File: config.mk
export PLATFORM = sky130hd
export DESIGN_NAME = qslerp_sqrt_cell
export DESIGN_NICKNAME = d
export VERILOG_FILES = /design/src/hdl/qslerp_sqrt_cell.sv
export SDC_FILE = /design/constraint.sdc
export NUM_CORES = 1
export LEC_CHECK = 0
export BUFFER_PORTS_ARGS = -buffer_cell sky130_fd_sc_hd__buf_2
export CORE_ASPECT_RATIO = 0.75
export CORE_UTILIZATION = 55
export DETAILED_ROUTE_END_ITERATION = 16
export HOLD_SLACK_MARGIN = 0.03
export PLACE_DENSITY = 0.84
export SYNTH_ARGS = -nofsm -noshare
export SYNTH_HDL_FRONTEND = slang
export SYNTH_SLANG_ARGS = --single-unit
File: constraint.sdc
create_clock -name i_clk -period 5.95 [get_ports i_clk]
set_clock_uncertainty 0.1 [all_clocks]
set_input_delay 0.595 -clock i_clk [delete_from_list [all_inputs] [get_ports i_clk]]
set_output_delay 0.595 -clock i_clk [all_outputs]
set_load 0.01 [all_outputs]
File: src/hdl/qslerp_sqrt_cell.sv
// One digit of a restoring integer square root.
module qslerp_sqrt_cell #(
    parameter int STEP = 0
) (
    input  logic        i_clk,
    input  logic        i_en,
    input  logic [61:0] i_n,
    input  logic [61:0] i_r,
    output logic [61:0] o_n,
    output logic [61:0] o_r
);
    localparam logic [61:0] BIT = 62'd1 << (60 - 2 * STEP);

    logic [61:0] w_trial;
    logic        w_ge;

    assign w_trial = i_r + BIT;
    assign w_ge    = (i_n >= w_trial);

    always_ff @(posedge i_clk) begin
        if (i_en) begin
            o_n <= w_ge ? (i_n - w_trial) : i_n;
            o_r <= w_ge ? ((i_r >> 1) + BIT) : (i_r >> 1);
        end
    end
endmodule

# After elaboration in Yosys (flattened, before gate mapping)
# Cells that the tools add are included.
[totals]
regBits = 124
[classes]
add_sub_neg = 3
order_cmp = 1
n_mux = 2
[op_table]
columns = ["cell", "n"]
rows = [
  ["$add A61 B61 Y62 const B", 1],
  ["$add A62 B61 Y62 const B", 1],
  ["$ge A62 B62 Y1", 1],
  ["$mux W62", 1],
  ["$sub A62 B62 Y62", 1],
  ["$mux W61", 1],
]

# Longest topological paths before layout
[logic_depth]
word_depth = 3
depth_mapped = 16

# Least setup slack after synthesis
# OpenSTA, ideal clock, no wires.
[synth_path]
path_kind = "input to register"
start = "input i_n[0]"
end = "register o_n[48] (data pin)"
setup_ns = 0.262
arrival_ns = 3.169
t_required_ns = 5.588
slack_ns = 2.419
stages = 15
n_path_buf = 2
cell_sequence = "inv_1 > ha_1 > inv_1 > fa_1 > a211oi_1 > o21ai_1 > o2111ai_1 > a21o_2 > o21ai_4 > a31oi_4 > a21oi_2 > o21a_1 > buf_4 > buf_6 > mux2_1"
[synth_via]
elab_chain_len = 2
[synth_rtl]
columns = ["item", "line", "rtl"]
rows = [
  ["from (decl)", "7", "input logic [61:0] i_n,"],
  ["$sub A62 B62 Y62 / $ge A62 B62 Y1 (equally long branches)", "22, 18", ""],
  ["$mux W62 *", "22", "o_n <= w_ge ? (i_n - w_trial) : i_n;"],
  ["to (signal assigned)", "22", ""],
  ["to (decl)", "9", "output logic [61:0] o_n,"],
]
# Every way passes the cells marked *; elsewhere a longest branch is shown, timed or not.
# A chain may end at the register's enable or synchronous reset.

# Worst setup path in the final report
[layout_path]
start = "input i_n[0]"
end = "register o_n[38] (data pin)"
# The elaborated chain is that of the path after synthesis.

==> impl_metrics.yaml <==
timing:
  period_needed_ns: 4.12
  fmax_mhz: 242
  period_share_pct: 69.3
  tightest_slew_ns: 0.876
  tns_ns: 0
  hold_viol: 0
  grt_setup_unrepaired: "no"
  slew_headroom_pct: 41.6
  setup_viol: 0
  drv_slew: 0
critical_path:
  cp.arrival_ns: 4.16
  endpoint_kind: "register"
  crit_path_cell_trace: "buf_2 -> inv_1 -> ha_1 -> inv_1 -> fa_1 -> a211oi_1 -> o21ai_1 -> o2111ai_1 -> a21o_2 -> o21ai_4 -> a31oi_4 -> a21oi_2 -> o21a_2 -> buf_4 -> buf_4 -> a21oi_1"
  crit_slowest_cell: "o21a_2"
  cpPeakStageDelay_ns: 0.55
  critPathMaxFanout: 28
  cp-start-kind: "input pin"
  crit_type: "in -> reg"
  required_ns: 5.99
floorplan:
  die_area_mm2: 0.0159
  die_y_um: 109
  die_x_um: 145
  design.core.area_mm2: 0.0147
  start_util_pct: 57.3
  rows: 38
  io_pins: 250
synthesis:
  synth_edf_count: 124
  synth_seq_cells: 124
  synth_top_area_share_pct: 44.1
  yosysSeqAreaShare_pct: 44.1
  syn_inst: 879
  synth.distinct_cells: 69
  syn_area_per_cell_um2: 9.61
  async_reset_ff_share_pct: 0
  yosys_warnings: 0
  synthesis.nets: 1068
  synth_ff_type: "edfxtp_1"
  synth_common_cells: "edfxtp_1 (124), a21oi_1 (117), inv_1 (83)"
  yosysMostFrequentCell: "edfxtp_1"
  synth_largest_area_cell: "edfxtp_1"
  synth_area_mm2: 0.00845
  yosys-top-cells-area: "edfxtp_1 (44%), ha_1 (9.2%), a21oi_1 (6.9%)"
cts:
  cts.repair.resized: 0
  hold_buffers: 0
  clock_path_buffers: 2
  cts-root-buf: "clkbuf_16"
  cts_max_level: 4
  cts.clk_slew.worst_paths_ns: 0.06
  post_cts_buffers: 0
  cts_tree: "yes"
  cts_buffers: 17
  numClockSinks: 124
global_route:
  grt_usage_pct: 29.1
  grt_pass1_wl_um: 36100
  first_global_vias: 7133
  overflow: 0
  grt_max_degree: 64
  antenna_found_initial: 1
min_path:
  min_path_cells: 1
  min-delay-start: "i_r[57]"
  min_path_type: "in -> reg"
  worstHoldEndpoint: "o_r[56]"
routing:
  remaining_drc_errors: 0
  wl_per_cell_um: 17.3
  drt_wl_total_um: 23000
  drt_first_pass_iters: 5
  drt_iter0_markers: 660
  via_per_inst: 5.82
  antenna_left: 0
  num_vias: 7726
finish:
  drive_gt1_share_pct: 26.7
  n_fill_cell: 1159
  final_area_mm2: 0.0104
  area_growth_pct: 22.7
  multi_input_area_mm2: 0.00423
  register_area_mm2: 0.00372
  nets: 1306
  instances_no_fill: 1328
run:
  maxCapViolations: 0
placed_design:
  hpwlAfterDp_um: 17900
  port_buffers: 249
  globalplace.congestion: 0.898
  dpl_cell_area_mm2: 0.00981
  placedCellCount: 1298
power_and_ir_drop:
  powerDensity_mw_per_mm2: 285
  p_leak_nw: 4.79
  totalPowerFinal_w: 0.00295
  ir_worst_vdd_v: 0.000186
status:
  outcome: "complete, no violations"
[critical path, delay by kind of cell]
kind	cells	cell delay [ns]
AO/OA/AOI/OAI	9	2.24
adder cells (fa/ha/maj)	2	0.44
buffers and inverters	5	0.87
[stage by stage]
step | setup WS [ns] | utilization (%) | hold slack [ns]
3_3_place_gp | 1.63 | 66.5 | 0.687
6_report | 1.83 | 70.3 | 0.274
4_1_cts | 1.91 | 70.3 | 0.263
3_5_place_dp | 1.52 | 66.5 | 0.687
2_1_floorplan | 2.42 | - | 0.594
5_1_grt | 1.58 | 70.3 | 0.260
[cell families after synthesis]
| family | share of synthesized area (%) |
|---|---|
| adder cells (fa/ha/maj) | 9.42 |
| buffers and inverters | 5.97 |
| AND/OR/NAND/NOR | 12.7 |
| XOR/XNOR | 5.70 |
| multiplexers | 0.814 |
| AO/OA/AOI/OAI | 21.4 |
| flip-flops | 44.1 |
[worst max path at each step]
stage,end,depth (start not counted),slack [ns],from
after detailed placement,o_n[38],16,1.52,i_n[0]
after global routing,o_n[38],17,1.58,i_n[0]
after global placement,o_n[30],16,1.63,i_n[0]
after CTS,o_n[39],16,1.91,i_n[0]
after floorplan,o_n[48],15,2.42,i_n[0]
final,o_n[38],16,1.83,i_n[0]
[routing by layer]
metal  wire length (um)  track usage, %
met5                  0               0
met3               1830            6.14
met1              10600            41.4
met2              10400            45.8
met4                284            7.07
[cells in the final DEF, fill, tap and decap left out, types with 4 or more instances in the layout]
master,count
xnor2_1,31
ha_1,62
o211ai_1,14
inv_1,83
nor3_1,15
and3_1,8
a211oi_1,4
nand2_1,62
buf_4,7
o21bai_1,8
buf_2,248
o21a_1,5
a21oi_1,117
nand3_1,15
a21o_1,42
a31oi_1,11
o21ai_0,45
clkbuf_16,17
and4_1,4
nand2b_1,9
and2_1,6
nand4_1,18
nor2_1,72
o31ai_1,7
xor2_1,24
edfxtp_1,124
clkinv_2,4
[where the power goes]
group | switching (W) | internal (W) | total (W) | leakage [nW]
clock | 0.000365 | 0.000643 | 0.00101 | 0.274
combinational | 0.000504 | 0.000322 | 0.000826 | 3.30
sequential | 0.0000267 | 0.00109 | 0.00112 | 1.21
total | 0.000895 | 0.00206 | 0.00295 | 4.79
[layout make-up]
type | count | area share, %
Antenna cell | 1 | 0.0241
Multi-Input combinational cell | 636 | 40.8
Clock inverter | 11 | 1.24
Clock buffer | 18 | 4.14
Sequential cell | 124 | 35.9
Tap cell | 200 | 2.41
Timing Repair Buffer | 255 | 12.5
Inverter | 83 | 3.01
[state kept, by name (all words and copies together), names as in the netlist]
| name | flops |
|---|---|
| o_n | 62 |
| o_r | 62 |
Note: power is estimated with default switching activity, not from simulation.
