**src/hdl/qslerp_div_cell.sv**
```systemverilog
// One quotient bit of a restoring divider; the tag rides along.
module qslerp_div_cell (
    input  logic        i_clk,
    input  logic        i_en,
    input  logic [30:0] i_den,
    input  logic [30:0] i_rem,
    input  logic [34:0] i_dl,
    input  logic [34:0] i_q,
    input  logic [1:0]  i_tag,
    output logic [30:0] o_rem,
    output logic [34:0] o_dl,
    output logic [34:0] o_q,
    output logic [1:0]  o_tag
);
    logic [31:0] w_nr;
    logic [31:0] w_diff;
    logic        w_ge;

    assign w_nr   = {i_rem, i_dl[34]};
    assign w_ge   = (w_nr >= {1'b0, i_den});
    assign w_diff = w_nr - {1'b0, i_den};

    always_ff @(posedge i_clk) begin
        if (i_en) begin
            o_rem <= w_ge ? w_diff[30:0] : w_nr[30:0];
            o_dl  <= {i_dl[33:0], 1'b0};
            o_q   <= {i_q[33:0], w_ge};
            o_tag <= i_tag;
        end
    end
endmodule

```
**config.mk**
```make
export PLATFORM = sky130hd
export DESIGN_NAME = qslerp_div_cell
export DESIGN_NICKNAME = d
export VERILOG_FILES = /design/src/hdl/qslerp_div_cell.sv
export SDC_FILE = /design/constraint.sdc
export NUM_CORES = 1
export LEC_CHECK = 0
export ABC_AREA = 0
export BUFFER_PORTS_ARGS = -buffer_cell sky130_fd_sc_hd__buf_2
export CORE_MARGIN = 10
export CORE_UTILIZATION = 50
export CTS_CLUSTER_SIZE = 24
export DETAILED_ROUTE_END_ITERATION = 16
export GPL_TIMING_DRIVEN = 0
export PLACE_DENSITY = 0.85
export SYNTH_ARGS = -nofsm -noshare
export SYNTH_HDL_FRONTEND = slang
export SYNTH_SLANG_ARGS = --single-unit
```
**constraint.sdc**
```tcl
create_clock -name i_clk -period 4.1 [get_ports i_clk]
set_input_delay 0.82 -clock i_clk [delete_from_list [all_inputs] [get_ports i_clk]]
set_output_delay 0.82 -clock i_clk [all_outputs]
set_load 0.1 [all_outputs]
```
---- After elaboration in Yosys (flattened, before gate mapping) ----
Cells that the tools add are included.
word-level totals
  flip-flop bits (word level) ............. 102
  memories kept ........................... 0
  memory bits (writable) .................. 0
  latch bits .............................. 0
  output and inout port bits .............. 103
  bits in read-only memories .............. 0
operators by class
  bitwise operators ....................... 0
  add/sub/neg operators ................... 1
  reductions and logical operators ........ 0
  shift-type cells ........................ 0
  equality and inequality tests ........... 0
  multiplexer cells ....................... 1
  div/mod/pow operators ................... 0
  $lt $le $gt $ge ......................... 1
  multipliers ............................. 0
operator list
  cell                            count
  >= comparator 32 x 31 -> 1 bit  1
  2-to-1 mux 31 bit               1
  subtractor 31 bit               1

---- Longest topological paths before layout ----
Gate-level depths: netlist of run 1.
  depth in word-level cells ............... 2
  mapped depth ............................ 13
  gate-level depth less buffers ........... 12

---- Least setup slack after synthesis of run 1 ----
No wires, ideal clock.
  path kind ............................... input to register
  start point ............................. input port i_dl[34]
  end point ............................... register o_rem[22], data pin
  path slack .............................. 1.031 ns
  required time ........................... 3.838 ns
  stages on the path ...................... 11
  arrival time ............................ 2.808 ns
  library setup time ...................... 0.262 ns
  cells stage by stage .................... inv_1 > ha_1 > fa_1 > nor2b_1 > o31a_1 > o21bai_4 > a21oi_4 > a31oi_2 > o311ai_0 > and4_1 > nor3_2
on the way
  word-level cells in the longest chain between the ends .. 2
  elaborated cells on any way between the ends .. 3
RTL lines
  element                                                                     line    text
  from (decl)                                                                 7       input logic [34:0] i_dl,
  subtractor 31 bit / >= comparator 32 x 31 -> 1 bit (equally long branches)  21, 20
  2-to-1 mux 31 bit (*)                                                       25      o_rem <= w_ge ? w_diff[30:0] : w_nr[30:0];
  to (signal assigned)                                                        25
  to (decl)                                                                   10      output logic [30:0] o_rem,
Mark *: on every way between the ends. The rest lies on a longest branch, timed or not.
A chain may end at the register's enable or synchronous reset.

---- Worst setup path after layout of run 1 ----
  start point ............................. input port i_den[0]
  end point ............................... register o_rem[22], data pin
on the way
  word-level cells in the longest chain between the ends .. 2
  elaborated cells on any way between the ends .. 3
RTL lines
  element                                                                     line    text
  from (decl)                                                                 5       input logic [30:0] i_den,
  subtractor 31 bit / >= comparator 32 x 31 -> 1 bit (equally long branches)  21, 20
  2-to-1 mux 31 bit (*)                                                       25
Marked as above.

==> results of run 1 <==
-- routing by layer --
layer / up-vias / GRT usage / share of wire
met5: - / 0 / 0.00083
met4: 2 / 0.0596 / 0.020
met3: 20 / 0.0614 / 0.098
met2: 219 / 0.347 / 0.50
met1: 1969 / 0.231 / 0.38
li1: 2069 / - / -
-- cells in the final DEF (no fill, tap or decap), types with 4 or more instances in the layout --
cell,n
nand2_1,34
clkbuf_8,9
buf_2,240
ha_1,31
nor3_1,5
o21ai_1,5
xnor2_1,9
a21oi_2,9
a21o_1,8
nand3_1,5
edfxtp_1,102
a211oi_1,4
o31ai_1,5
inv_1,40
a21oi_1,32
nand4_1,5
o21a_1,5
nor2_1,36
o21ai_0,22
xor2_1,14
-- worst max path at each step --
stage             start   endpoint  slack [ns]  cells after the start
3_3_place_gp   i_den[0]  o_rem[22]        0.62                     11
5_1_grt        i_dl[34]  o_rem[22]        0.62                     12
3_5_place_dp   i_den[0]  o_rem[22]        0.50                     11
2_1_floorplan  i_dl[34]  o_rem[22]        1.03                     11
4_1_cts        i_den[0]  o_rem[22]        0.89                     11
6_report       i_den[0]  o_rem[22]        0.86                     11
-- power groups by stage --
stage	Sequential (mW)	Combinational (mW)	Clock [mW]
after floorplan	2.15	0.332	0
after global placement	1.33	1.43	0
after global routing	1.32	1.51	0.715
after detailed placement	1.34	1.44	0
final	1.31	1.44	0.663
after CTS	1.31	1.45	0.675
-- Yosys cell counts, types with 8 or more instances --
master    number
a21oi_2        9
inv_1         40
a21oi_1       32
xnor2_1        9
xor2_1        14
ha_1          31
edfxtp_1     102
nand2_1       34
o21ai_0       22
a21o_1         8
nor2_1        36
-- final cells by class --
class                      instances  share of cell area
clock buffer                       9              0.0184
timing repair buffer             237               0.180
buffer                             9             0.00872
multi-input combinational        275               0.279
clock inverter                     7              0.0121
inverter                          41              0.0228
sequential                       102               0.454
tap                              136              0.0252
-- metrics by stage --
step	setup slack (ns)	power [mW]	instances
floorplan	1.03	2.48	427
global placement	0.616	2.76	799
detailed placement	0.498	2.78	800
CTS	0.894	3.44	816
global route	0.621	3.55	816
finish	0.859	3.42	816
-- sequential cells by signal, indices dropped and copies added, names as in the netlist --
| name | count |
|---|---|
| o_dl | 34 |
| o_q | 35 |
| o_rem | 31 |
| o_tag | 2 |
-- worst max-delay path, delay by kind of cell --
family	cells	cell delay [ns]
fa+ha+maj	2	0.63
buf+inv	1	0.11
compound gates	5	1.29
simple gates	3	0.51
-- logic make-up (layout without fill, tap and decap cells) --
group	count (synthesis)	in the layout	share of synthesized area
XOR/XNOR	23	23	0.0391
flip-flops	102	102	0.594
buffers and inverters	50	303	0.0413
AND/OR/NAND/NOR	104	104	0.0940
AO/OA/AOI/OAI	115	115	0.151
adder cells (fa/ha/maj)	32	32	0.0791
other	1	1	0.000728
==> impl_metrics.tcl, run 1 <==
set metrics [dict create \
    outcome "complete, no violations" \
    hold_viol_final 0 \
    layout_min_cycle_time_ns 3.24 \
    stdcell_area_mm2 0.00674 \
    synth-edff-count 102 \
    placed_cell_area_mm2 0.00654 \
    netlist.area_leader.share 0.594 \
    regArea_mm2 0.00306 \
    synthCells 427 \
    p_leak_nw 3.07 \
    worstPathCellList "buf_2 -> ha_1 -> fa_1 -> nor2b_1 -> o31a_1 -> o21bai_4 -> a21oi_4 -> a31oi_2 -> o311ai_0 -> and4_1 -> nor3_2" \
    slew_viol_final 0 \
    finalSetupViolations 0 \
    synth_seq_area_share 0.594 \
    grt_antenna_before_repair 1 \
    final_util 0.662 \
    rsz0062_at_grt "false" \
    net-switching-power_mw 1.56 \
    coreArea_mm2 0.0102 \
    ant_nets 0 \
    hold_path_depth 1 \
    via_count 4279 \
    fp.dieH_um 122 \
    dp_hpwl_mm 12.6 \
    grt_pass1_wl_mm 22.9 \
    synth_area_per_cell_um2 12.1 \
    cts_root_buf "clkbuf_8" \
    arrival_ns 3.37 \
    mappedNetlistNets 595 \
    multi_input_area_mm2 0.00188 \
    final.period_utilization 0.791 \
    synth_seq_cells 102 \
    startpoint_type "primary input" \
    ios 239 \
    clockBufferDepth 2 \
    grt_max_degree 54 \
    gp_congestion 0.878 \
    yosysTopAreaCell "edfxtp_1" \
    clk_pin_slew_ns 0.11 \
    max_freq_mhz 309 \
    dr.pass1.iters 5 \
    ctsHoldBuffers 0 \
    start_util 0.506 \
    p_int_mw 1.86 \
    cts.sinks 102 \
    die_w_um 122 \
    timing.setup.tns_ns 0 \
    gr-total-overflow 0 \
    post_cts_buffers 0 \
    postCtsResizedCells 0 \
    slew-limit-headroom 0.546 \
    slowest_stage "o311ai_0" \
    min_to "o_dl[12]" \
    avgRoutedWirePerCell_um 19.1 \
    port_buffers 236 \
    syn2layout_area_growth_pct 30.8 \
    holdCritStartpoint "i_dl[11]" \
    grt_pass1_vias 4232 \
    max_cap_violations 0 \
    diodes 0 \
    layout.nets 843 \
    wirelength_mm 15.6 \
    cp.required_ns 4.23 \
    pwr-share-comb 0.422 \
    num_rows 37 \
    synth-async-reset-ratio 0 \
    switching_share 0.457 \
    peakVddDrop_mv 0.260 \
    drt_iter0_drc 371 \
    clock_power_share 0.194 \
    fin_hold_ws_ns 0.618 \
    hold_path_class "primary input to flop" \
    yosys_warnings 0 \
    layout-drive-gt1-share 0.413 \
    synth_ff_type "edfxtp_1" \
    fillers 795 \
    synth_cell_type_count 57 \
    die_area_mm2 0.0148 \
    syn-cell-area_mm2 0.00515 \
    viasPerCell 5.24 \
    worstSetupPathType "primary input to flop" \
    p_per_area_mw_per_mm2 507 \
    power_frac_seq 0.384 \
    h-tree-depth 3 \
    drc 0 \
    grtUsageTotal 0.200 \
    crit_fanout 5 \
    cp-end-kind "flop" \
    worst_slew_pin_slew_ns 0.680 \
    cts_tree "yes" \
    synthTopCellsByArea "edfxtp_1, ha_1, a21oi_1, inv_1, nor2_1" \
    slowest_delay_ns 0.59 \
    cts_inserted_buffers 9 \
]
Power figures use the tool's default switching activity.
==> run 2, diff against run 1 <==
--- a/config.mk
+++ b/config.mk
@@ -8,11 +8,11 @@
 export ABC_AREA = 0
 export BUFFER_PORTS_ARGS = -buffer_cell sky130_fd_sc_hd__buf_2
 export CORE_MARGIN = 10
-export CORE_UTILIZATION = 50
+export CORE_UTILIZATION = 47
 export CTS_CLUSTER_SIZE = 24
 export DETAILED_ROUTE_END_ITERATION = 16
 export GPL_TIMING_DRIVEN = 0
-export PLACE_DENSITY = 0.85
+export PLACE_DENSITY = 0.8
 export SYNTH_ARGS = -nofsm -noshare
 export SYNTH_HDL_FRONTEND = slang
 export SYNTH_SLANG_ARGS = --single-unit
==> constraint.sdc (replaced) <==
create_clock -name i_clk -period 3.06 [get_ports i_clk]
set_input_delay 0.612 -clock i_clk [delete_from_list [all_inputs] [get_ports i_clk]]
set_output_delay 0.612 -clock i_clk [all_outputs]
set_load 0.1 [all_outputs]
==> run 2 against run 1 <==
Compared with the run above:
- via count fell by 0.16%
- critical path depth is the same
- final area decreased by 0.26%
- largest power group unchanged
==> impl_metrics.tcl, run 2 (synthesis results as in run 1) <==
set metrics [dict create \
    syn2layout_area_growth_pct 30.4 \
    max_cap_violations 0 \
    final.period_utilization 0.918 \
    top_register "o_q" \
    worst_slew_pin_slew_ns 0.573 \
    p_leak_nw 3.06 \
    die_area_mm2 0.0156 \
    avgRoutedWirePerCell_um 19.3 \
    worstSetupPathType "primary input to flop" \
    port_buffers 236 \
    clockBufferDepth 2 \
    post_cts_buffers 0 \
    grt_pass1_wl_mm 24.1 \
    cts.sinks 102 \
    num_rows 38 \
    peakVddDrop_mv 0.358 \
    hold_path_class "primary input to flop" \
    cp-end-kind "flop" \
    fillers 885 \
    wirelength_mm 15.8 \
    drc 0 \
    grt_pass1_vias 4194 \
    layout_common_cells "buf_2, edfxtp_1, inv_1, nor2_1, nand2_1" \
    cp.required_ns 3.19 \
    fin_hold_ws_ns 0.403 \
    max_freq_mhz 356 \
    p_per_area_mw_per_mm2 671 \
    dp_hpwl_mm 12.8 \
    layout-drive-gt1-share 0.413 \
    gr-total-overflow 0 \
    ios 239 \
    slew-limit-headroom 0.618 \
    hold_viol_final 0 \
    start_util 0.478 \
    gp_congestion 0.864 \
    regArea_mm2 0.00306 \
    top_regs "o_q: 35 flops, o_dl: 34 flops, o_rem: 31 flops" \
    largest_register_ffs 35 \
    grt_antenna_before_repair 0 \
    drt_iter0_drc 301 \
    cts_root_buf "clkbuf_8" \
    dr.pass1.iters 5 \
    finalSetupViolations 0 \
    ant_nets 0 \
    layout.nets 843 \
    cts_tree "yes" \
    startpoint_type "primary input" \
    viasPerCell 5.21 \
    fp.dieH_um 125 \
    layout_commonest_cell "buf_2" \
    crit_fanout 5 \
    via_count 4272 \
    place_inst 804 \
    grt_max_degree 62 \
    grtUsageTotal 0.194 \
    arrival_ns 2.94 \
    slew_viol_final 0 \
    h-tree-depth 3 \
    rsz0062_at_grt "false" \
    die_w_um 125 \
    clk_pin_slew_ns 0.11 \
    diodes 0 \
    layout_min_cycle_time_ns 2.81 \
    multi_input_area_mm2 0.00188 \
    outcome "complete, no violations" \
    coreArea_mm2 0.0108 \
    cts_inserted_buffers 9 \
    final_cells 820 \
]
-- run 2: metrics by stage --
| stage | instance area, µm² | worst slack (ns) | total power, mW | util | setup TNS (ns) |
|---|---|---|---|---|---|
| 2_1_floorplan | 5150 | 0.199 | 3.33 | - | 0 |
| 4_1_cts | 6720 | 0.187 | 4.54 | 0.623 | 0 |
| 5_1_grt | 6720 | 0.119 | 4.70 | 0.623 | 0 |
| 3_3_place_gp | 6510 | -0.215 | 3.70 | 0.603 | -1.54 |
| 3_5_place_dp | 6540 | -0.224 | 3.73 | 0.606 | -1.91 |
| 6_report | 6720 | 0.252 | 4.51 | 0.623 | 0 |
-- run 2: power breakdown --
group          internal [mW]  total, mW  switching (mW)
sequential              1.72       1.76          0.0341
combinational          0.377       1.94            1.56
clock                  0.311      0.816           0.505
total                   2.41       4.51            2.10
-- run 2: path summary, 6_finish.rpt --
| kind | end | slack (ns) | cells past startpoint | startpoint |
|---|---|---|---|---|
| min | o_dl[25] | 0.40 | 1 | i_dl[24] |
| max | o_rem[20] | 0.25 | 11 | i_den[0] |
-- run 2: repair_timing --
action / CTS / global route
hold buffers: 0 / 0
resized for setup: 0 / 1
setup endpoints to repair: 0 / 1
-- run 2: final cells by class --
type / count / area share
buffer: 9 / 0.00875
clock inverter: 6 / 0.00819
multi-input combinational: 275 / 0.279
inverter: 41 / 0.0229
clock buffer: 10 / 0.0190
tap: 140 / 0.0261
timing repair buffer: 237 / 0.180
sequential: 102 / 0.456
-- run 2: layer usage --
| metal | part of all wire | global-route usage |
|---|---|---|
| met1 | 0.40 | 0.239 |
| met2 | 0.50 | 0.328 |
| met3 | 0.086 | 0.0532 |
| met4 | 0.011 | 0.0466 |
| met5 | 0 | 0 |
-- run 2: worst max-delay path: stages --
cell and delay (ns):
buf_2 0.11, ha_1 0.22, fa_1 0.40, nor2b_1 0.16
o31a_1 0.24, o21bai_4 0.09, a21oi_4 0.17, a31oi_2 0.21
o311ai_1 0.43, and3_1 0.22, o31ai_1 0.07
