$ cat src/hdl/qslerp_pkg.sv
package qslerp_pkg;

    // Fixed-point layout of the fields
    localparam int FRAC_BITS = 15;
    localparam logic [16:0] Q_ONE = 17'd1 << FRAC_BITS;

    // CORDIC datapath widths: x/y and angle
    localparam int XW = 34;
    localparam int ZW = 33;

    localparam logic [XW-1:0] CORDIC_GAIN_INV = 34'd652032874;
    localparam logic [61:0]   Q60_ONE         = 62'd1 << 60;
    localparam logic [33:0]   Q30_ONE         = 34'd1 << 30;
    localparam logic [34:0]   WEIGHT_LIMIT    = 35'd1 << 34;

    // Component order: 0 = w, 1 = x, 2 = y, 3 = z
    typedef logic [3:0][15:0] t_quat;

    // Per-item data riding alongside the arithmetic cells
    typedef struct packed {
        t_quat       a;
        t_quat       b;
        logic [15:0] t;
        logic        sflip;
        logic        lin;
        logic [30:0] c;
        logic [30:0] s;
    } t_side;

    // Q30 arctangent of 2^-idx
    function automatic logic [29:0] atan_q30(input logic [4:0] idx);
        logic [29:0] v;
        case (idx)
            5'd0:    v = 30'd843314857;
            5'd1:    v = 30'd497837829;
            5'd2:    v = 30'd263043837;
            5'd3:    v = 30'd133525159;
            5'd4:    v = 30'd67021687;
            5'd5:    v = 30'd33543516;
            5'd6:    v = 30'd16775851;
            5'd7:    v = 30'd8388437;
            5'd8:    v = 30'd4194283;
            5'd9:    v = 30'd2097149;
            5'd31:   v = 30'd0;
            default: v = 30'd1 << (5'd30 - idx);
        endcase
        return v;
    endfunction

    function automatic logic [15:0] sat16(input logic signed [23:0] v);
        logic [15:0] r;
        if (v > 24'sd32767) begin
            r = 16'h7fff;
        end else if (v < -24'sd32768) begin
            r = 16'h8000;
        end else begin
            r = v[15:0];
        end
        return r;
    endfunction

endpackage

$ cat src/hdl/qslerp_cordic_cell.sv
// One micro-rotation; vectoring drives y to zero, rotation drives z to zero.
module qslerp_cordic_cell #(
    parameter int STEP   = 0,
    parameter bit VECTOR = 1'b1
) (
    input  logic                                 i_clk,
    input  logic                                 i_en,
    input  logic signed [qslerp_pkg::XW-1:0]     i_x,
    input  logic signed [qslerp_pkg::XW-1:0]     i_y,
    input  logic signed [qslerp_pkg::ZW-1:0]     i_z,
    output logic signed [qslerp_pkg::XW-1:0]     o_x,
    output logic signed [qslerp_pkg::XW-1:0]     o_y,
    output logic signed [qslerp_pkg::ZW-1:0]     o_z
);
    localparam logic signed [qslerp_pkg::ZW-1:0] ANG =
        $signed({3'b000, qslerp_pkg::atan_q30(5'(STEP))});

    logic signed [qslerp_pkg::XW-1:0] w_dx;
    logic signed [qslerp_pkg::XW-1:0] w_dy;
    logic                             w_up;

    assign w_dx = i_y >>> STEP;
    assign w_dy = i_x >>> STEP;
    assign w_up = VECTOR ? !i_y[qslerp_pkg::XW-1] : i_z[qslerp_pkg::ZW-1];

    always_ff @(posedge i_clk) begin
        if (i_en) begin
            if (w_up) begin
                o_x <= i_x + w_dx;
                o_y <= i_y - w_dy;
                o_z <= i_z + ANG;
            end else begin
                o_x <= i_x - w_dx;
                o_y <= i_y + w_dy;
                o_z <= i_z - ANG;
            end
        end
    end
endmodule

$ cat config.mk
export PLATFORM = sky130hd
export DESIGN_NAME = qslerp_cordic_cell
export DESIGN_NICKNAME = d
export VERILOG_FILES = /design/src/hdl/qslerp_pkg.sv /design/src/hdl/qslerp_cordic_cell.sv
export SDC_FILE = /design/constraint.sdc
export NUM_CORES = 1
export LEC_CHECK = 0
export BUFFER_PORTS_ARGS = -buffer_cell sky130_fd_sc_hd__buf_4
export CAP_MARGIN = 30
export CORE_ASPECT_RATIO = 2
export CORE_MARGIN = 2
export CORE_UTILIZATION = 50
export CTS_BUF_LIST = sky130_fd_sc_hd__clkbuf_16
export DETAILED_ROUTE_END_ITERATION = 8
export PLACE_DENSITY = 0.75
export SLEW_MARGIN = 20
export SYNTH_ARGS = -nofsm -noshare
export SYNTH_HDL_FRONTEND = slang
export SYNTH_SLANG_ARGS = --single-unit
$ cat constraint.sdc
create_clock -name i_clk -period 4.95 [get_ports i_clk]
set_input_delay 1.2375 -clock i_clk [delete_from_list [all_inputs] [get_ports i_clk]]
set_output_delay 1.2375 -clock i_clk [all_outputs]
set_load 0.01 [all_outputs]
# ---- Word level (Yosys, flattened, before mapping)
# Index checks and enable logic that the tools add are counted.
dict set report totals {
  ff_bits 101
  inputBits 103
  out_inout_bits 101
  wordCells 11
}
dict set report classes {
  add_sub_neg 5
  muxes 3
}
# operator n
set op_table {}
lappend op_table {{$mux W34} 2}
lappend op_table {{$sub A34 B34 Y34} 2}
lappend op_table {{$add A34 B34 Y34} 1}
lappend op_table {{$add A33 B31 Y33 const B} 1}
lappend op_table {{$mux W33} 1}
lappend op_table {{$sub A33 B31 Y33 const B} 1}

# ---- Longest topological paths before layout
# Gate-level depths: netlist of run 1.
dict set report depth {
  ltp_word 2
  ltp_mapped 14
  mapped_depth_nobuf 12
}

# ---- Worst setup path after synthesis of run 1
# No wires, ideal clock.
dict set report synth_path {
  kind {input to register}
  startpoint {input i_y[33] (netlist bit)}
  endpoint {register o_z[31] (netlist bit) (data pin)}
  setup_ns 0.260
  arrival_time_ns 4.385
  required_time_ns 4.690
  path_slack_ns 0.306
  path_stages 14
  path_buffers 3
  path_cell_list {clkbuf_1 clkinv_1 clkbuf_1 clkbuf_1 ha_1 o21ai_0 o21ai_1 a31o_2 a311oi_2 o21ai_1 nor2b_1 a211o_1 o31ai_2 xnor2_1}
}
dict set report synth_between {
  elab_chain_cells 1
}
# element line
set synth_lines {}
lappend synth_lines {{from (decl)} qslerp_cordic_cell.sv:9} ;# input logic signed [qslerp_pkg::XW-1:0] i_y,
lappend synth_lines {{$mux W33} qslerp_cordic_cell.sv:28} ;# if (w_up) begin
lappend synth_lines {{to (signal assigned)} qslerp_cordic_cell.sv:31} ;# o_z <= i_z + ANG;
lappend synth_lines {{to (signal assigned)} qslerp_cordic_cell.sv:35} ;# o_z <= i_z - ANG;
lappend synth_lines {{to (decl)} qslerp_cordic_cell.sv:13} ;# output logic signed [qslerp_pkg::ZW-1:0] o_z
# No other way between the ends.
# A chain may end at the register's enable or synchronous reset.

# ---- Worst setup path in the final report of run 1
dict set report layout_path {
  startpoint {input i_y[8] (netlist bit)}
  endpoint {register o_x[29] (netlist bit) (data pin)}
}
dict set report layout_between {
  elab_chain_cells 2
  elab_cells_between_ends 3
  cone_classes {2 x add/sub; 1 x mux}
}
# element line
set layout_lines {}
lappend layout_lines {{$add A34 B34 Y34 / $sub A34 B34 Y34 (equally long branches)} {qslerp_cordic_cell.sv:29, qslerp_cordic_cell.sv:33}}
lappend layout_lines {{$mux W34 (*)} qslerp_cordic_cell.sv:28}
lappend layout_lines {{to (signal assigned)} qslerp_cordic_cell.sv:29} ;# o_x <= i_x + w_dx;
lappend layout_lines {{to (signal assigned)} qslerp_cordic_cell.sv:33} ;# o_x <= i_x - w_dx;
lappend layout_lines {{to (decl)} qslerp_cordic_cell.sv:11} ;# output logic signed [qslerp_pkg::XW-1:0] o_x,
# Mark *: on every way between the ends. The rest lies on a longest branch, timed or not.

==> flow_metrics.py, run 1 <==
metrics = {
    "clock_network": {
        "clkSinkCount": 100,
        "cts_root_buf": "clkbuf_16",
        "cts_setup_buffers": 0,
        "path_clk_slew_ns": 0.07,
        "cts_max_level": 3,
        "clk_path_buf_depth": 2,
        "cts_tree": "built",
        "numCtsBuffers": 9,
        "cts_resized": 0,
        "hold_buffers": 0,
    },
    "grt": {
        "grt_pass1_vias": 10200,
        "antenna_found_initial": 0,
        "grt_start_max_net_pins": 50,
        "grt_pass1_wl_mm": 51.7,
        "grt_overflow": 0,
        "grt_use_total_pct": 30.4,
    },
    "placed_design": {
        "placed_cells": 1635,
        "dpl_cell_area_um2": 12100,
        "port_buffers": 203,
        "globalplace.congestion": 0.997,
        "dpl.hpwl_mm": 27.5,
        "dp_slack_ns": 0.539,
    },
    "sta": {
        "rsz0062_at_grt": "false",
        "fin_hold_ws_ns": 1.15,
        "slew_viol_final": 0,
        "setup-tns-final_ns": 0,
        "fin_ws_ns": 0.835,
        "max_freq_mhz": 243,
        "finalCriticalPeriod_ns": 4.11,
        "worst_slew_margin_rel_pct": 44.8,
        "period_share_pct": 83.1,
        "tightest_slew_ns": 0.807,
        "finalSetupViolCount": 0,
        "final_hold_viol_count": 0,
    },
    "yosys": {
        "ys_async_sr_fraction_pct": 0,
        "yosysWarningCount": 0,
        "avgSynthCellArea_um2": 8.65,
        "yosysUniqueCellTypes": 80,
        "synth_area_leaders": "edfxtp_1 (29%), ha_1 (16%), a21oi_1 (8.0%)",
        "synth_seq_area_share_pct": 29.1,
        "synth_enable_flop_cells": 100,
        "synthDominantCellAreaShare_pct": 29.1,
        "synth_top_area_cell": "edfxtp_1",
        "ys_seq_elements": 100,
        "synth_nets": 1431,
        "syn-instance-count": 1193,
        "synth_flop_cell": "edfxtp_1",
        "synth_area_um2": 10300,
    },
    "setup_path": {
        "max_stage_delay_ns": 0.53,
        "crit_arrival_ns": 4.24,
        "criticalPathCategory": "primary input to flop",
        "cp_slowest_cell": "ha_1",
        "crit_chain": "buf_4, ha_1, inv_1, a21oi_1, o311ai_0, o21ai_1, a311oi_1, nor2_1, a211oi_1, o32ai_1, xnor2_1",
        "critical-path-top-delay-family": "compound AO/OA/AOI/OAI gates",
        "path_buf_inv": 2,
        "end_kind": "flop",
        "crit_fanout": 13,
        "cp.required_ns": 5.07,
        "start_kind": "primary input",
    },
    "floorplan": {
        "num_rows": 74,
        "die-width_um": 106,
        "initial_utilization_pct": 50.6,
        "dieArea_um2": 21900,
        "num_io_pins": 204,
        "core_area_um2": 20400,
        "die_h_um": 207,
    },
    "detailed_routing": {
        "wl_per_cell_um": 20.3,
        "vias_per_cell": 5.96,
        "wl_mm": 33.5,
        "firstDrtPassIters": 5,
        "antenna_left": 0,
        "via_count": 9839,
        "drc_errors": 0,
        "drtIter0Drc": 485,
    },
    "final_layout": {
        "areaGrowthSynthToFinish_pct": 20.6,
        "finalInstanceArea_um2": 12400,
        "fin_cells": 1650,
        "fin_nets": 1618,
        "antenna_cells": 0,
        "drive_gt1_share_pct": 19.2,
    },
    "pwr": {
        "p_per_area_nw_per_um2": 272,
        "leakage_nw": 5.55,
        "peakVddDrop_v": 0.000181,
    },
    "run_status": {
        "outcome": "finished, final reports clean",
    },
    "min_path": {
        "hold_class": "primary input to flop",
    },
    "flow_run": {
        "maxCapViolCount": 0,
    },
}
[registers in the layout, indices dropped and copies added (netlist names)]
| name | flops |
|---|---|
| o_x | 34 |
| o_y | 33 |
| o_z | 33 |
[cell families after synthesis]
logic type,synth area share (%)
AO/OA/AOI/OAI,26.0
XOR/XNOR,8.07
adder cells (fa/ha/maj),16.7
buffers and inverters,5.96
flip-flops,29.1
multiplexers,1.47
AND/OR/NAND/NOR,12.8
[cells in the final DEF, fill, tap and decap left out, types with 14 or more instances in the layout]
| cell type | n |
|---|---|
| buf_4 | 219 |
| a21oi_1 | 164 |
| ha_1 | 131 |
| inv_1 | 111 |
| edfxtp_1 | 100 |
| nor2_1 | 86 |
| xnor2_1 | 80 |
| o21ai_0 | 69 |
| nand2_1 | 55 |
| a21o_1 | 36 |
| o21bai_1 | 26 |
| nor3_1 | 25 |
| nand3_1 | 23 |
| xor2_1 | 15 |
| nor2b_1 | 15 |
| mux2i_1 | 14 |
[Yosys cell counts (all sizes together) (5+ instances only)]
cell,number
nor2,86
o31ai,11
nand3,23
o21a,13
a211oi,15
xor2,15
nor2b,16
a211o,8
o21bai,26
a21o,36
o31a,5
or3,5
a31oi,11
ha,131
a21oi,164
nor4,5
o22ai,5
nand2b,11
mux2i,14
nand4,13
xnor2,80
clkbuf,27
a2111oi,6
nor3,25
buf,17
or2,9
and2,9
inv,113
nand2,55
edfxtp,100
o211ai,6
o21ai,75
[stage by stage]
stage / power [W] / util (%)
final: 0.00339 / 61.1
after global routing: 0.00355 / 61.1
after CTS: 0.00339 / 61.1
after detailed placement: 0.00261 / 59.5
after global placement: 0.00259 / 59.4
after floorplan: 0.00202 / -
[report_power, final]
part,switching [W],internal [W]
logic,0.000810,0.000617
clock network,0.000346,0.000442
registers,0.0000468,0.00113
total,0.00120,0.00219
[per-layer routing]
layer	part of all wire [%]	wire [um]	GRT usage [%]
met1	31	10300	25.9
met2	58	19300	61.5
met3	4.5	1490	4.25
met4	7.1	2370	21.2
met5	0	0	0
[cell type report]
type                    count  area, um^2
clock inverters             6        86.3
fillers                  1893        7930
multi-input cells         934        6700
repair buffers            220        1660
flip-flops and latches    100        3000
clock buffers               9         225
inverters                 115         432
well taps                 266         333
[final timing paths]
kind | start | slack (ns) | endpoint | cells past startpoint
max | i_y[8] | 0.84 | o_x[29] | 11
min | i_z[0] | 1.15 | o_z[0] | 2
Power figures use the tool's default switching activity.
==> inputs of run 2 (changes only) <==
--- a/config.mk
+++ b/config.mk
@@ -12,7 +12,7 @@
 export CORE_UTILIZATION = 50
 export CTS_BUF_LIST = sky130_fd_sc_hd__clkbuf_16
 export DETAILED_ROUTE_END_ITERATION = 8
-export PLACE_DENSITY = 0.75
+export PLACE_DENSITY = 0.78
 export SLEW_MARGIN = 20
 export SYNTH_ARGS = -nofsm -noshare
 export SYNTH_HDL_FRONTEND = slang
==> constraint.sdc (replaced) <==
create_clock -name i_clk -period 3.3 [get_ports i_clk]
set_input_delay 0.825 -clock i_clk [delete_from_list [all_inputs] [get_ports i_clk]]
set_output_delay 0.825 -clock i_clk [all_outputs]
set_load 0.01 [all_outputs]
==> run 2 against run 1 <==
Effect of this change: the run now ends with negative setup slack left; cell area grew 22%; hold slack lost 0.37 ns; global-route usage grew 4.6 points; sequential power grew 51%; combinational power grew 92%; worst setup slack lost 0.86 ns; critical endpoint is now o_y[32]; highest routed layer unchanged.
==> flow_metrics.py, run 2 (synthesized netlist as in run 1, its figures left out) <==
metrics = {
    "clock_network": {
        "cts_root_buf": "clkbuf_16",
        "clkSinkCount": 100,
        "hold_buffers": 0,
        "clk_path_buf_depth": 2,
        "cts_max_level": 3,
        "cts_tree": "built",
        "path_clk_slew_ns": 0.07,
        "numCtsBuffers": 9,
    },
    "sta": {
        "slew_viol_final": 0,
        "fin_hold_ws_ns": 0.781,
        "final_hold_viol_count": 0,
        "max_freq_mhz": 301,
        "period_share_pct": 101,
        "finalCriticalPeriod_ns": 3.33,
        "tightest_slew_ns": 0.601,
        "rsz0062_at_grt": "true",
        "worst_slew_margin_rel_pct": 59.9,
        "finalSetupViolCount": 2,
        "fin_ws_ns": -0.0252,
    },
    "detailed_routing": {
        "route.met2.wl_mm": 22.3,
        "via_count": 11300,
        "drc_errors": 0,
        "firstDrtPassIters": 5,
        "wl_per_cell_um": 20.2,
        "highest_layer": "met4",
        "antenna_left": 0,
        "wirelength_met1_mm": 12.2,
        "wl_mm": 39.6,
        "drtIter0Drc": 596,
        "vias_per_cell": 5.78,
        "wl_met3_mm": 1.76,
    },
    "grt": {
        "grt_pass1_wl_mm": 59.6,
        "grt_use_total_pct": 35.1,
        "grt_pass1_vias": 12000,
        "grt_start_max_net_pins": 52,
        "grt_overflow": 0,
        "antenna_found_initial": 1,
    },
    "placed_design": {
        "dp_slack_ns": -0.502,
        "globalplace.congestion": 0.966,
        "dpl.hpwl_mm": 32.3,
        "port_buffers": 203,
    },
    "pwr": {
        "leakage_nw": 7.09,
        "p_total_w": 0.00552,
        "p_per_area_nw_per_um2": 364,
        "peakVddDrop_v": 0.000248,
    },
    "run_status": {
        "outcome": "complete, but fails checks",
        "violations": "negative setup slack",
    },
    "final_layout": {
        "final_cell_mix": "buf_4 (517), a21oi_1 (158), ha_1 (115)",
        "areaGrowthSynthToFinish_pct": 47.0,
        "fillers": 1573,
        "drive_gt1_share_pct": 37.1,
        "largest_register_ffs": 34,
        "mostFrequentLayoutCell": "buf_4",
        "fin_nets": 1924,
        "top_register": "o_x",
        "top_regs": "o_x: 34 flops, o_y: 33 flops, o_z: 33 flops",
    },
    "setup_path": {
        "end_kind": "flop",
        "cp_slowest_cell": "o41a_1",
        "criticalPathCategory": "primary input to flop",
        "critical-path-top-delay-family": "compound AO/OA/AOI/OAI gates",
        "crit_arrival_ns": 3.44,
        "max_stage_delay_ns": 0.49,
        "crit_fanout": 3,
        "crit_top_cell": "a21o_1",
        "path_buf_inv": 3,
        "cp.required_ns": 3.41,
        "start_kind": "primary input",
        "crit_chain": "buf_4, buf_6, inv_4, fa_2, nor2b_4, o31a_1, o41a_1, a211o_1, a21o_1, a21o_1, a31oi_2, a211oi_2, xnor2_1",
    },
    "min_path": {
        "hold_class": "primary input to flop",
    },
    "floorplan": {
        "die_h_um": 207,
        "die-width_um": 106,
        "num_io_pins": 204,
        "core_area_um2": 20400,
        "num_rows": 74,
        "dieArea_um2": 21900,
        "initial_utilization_pct": 50.6,
    },
    "flow_run": {
        "maxCapViolCount": 0,
    },
}
## run 2: changes by cell type in the layout (fill, tap and decap cells not counted), moves of 5 or more
cell / change
buf_4: +298
ha_1: -16
ha_4: +12
a21oi_1: -6
a21oi_2: +6
o21ai_0: -5
## run 2: routing by layer
metal	track usage [%]	up-vias
met5	0	-
met4	25.6	0
met3	3.56	205
met2	70.9	488
met1	30.1	5325
li1	-	5290
## run 2: final timing paths
kind / start / end / cells after the start
max: i_y[1] / o_y[32] / 13
min: i_x[33] / o_y[33] / 2
## run 2: per-stage QoR
| step | cells | util, % | setup TNS [ns] | instance area, um^2 |
|---|---|---|---|---|
| floorplan | 1193 | - | -0.444 | 10400 |
| global placement | 1935 | 71.1 | -10.33 | 14500 |
| detailed placement | 1935 | 71.1 | -12.57 | 14500 |
| CTS | 1952 | 72.6 | -0.0142 | 14800 |
| global route | 1958 | 74.4 | -0.288 | 15200 |
| finish | 1958 | 74.4 | -0.0289 | 15200 |
## run 2: cell type report
type,count,area (um^2),share of cell area (%)
Tap cell,266,333,2.20
Clock inverter,7,35.0,0.231
Clock buffer,9,225,1.49
Multi-Input combinational cell,934,7100,46.8
Timing Repair Buffer,526,4020,26.5
Antenna cell,1,2.50,0.0165
Inverter,115,452,2.98
Sequential cell,100,3000,19.8
## run 2: power breakdown
part | internal [W] | switching [W] | total [W]
logic | 0.00135 | 0.00141 | 0.00275
registers | 0.00169 | 0.0000776 | 0.00177
clock network | 0.000502 | 0.000496 | 0.000998
## run 2: repair_timing
item                                    CTS  global route
gates cloned                              0             0
buffers inserted                          1             8
hold endpoints to repair                  0             0
resized for setup                        12            67
pin swaps                                 2            37
endpoints found under the setup margin   11            25
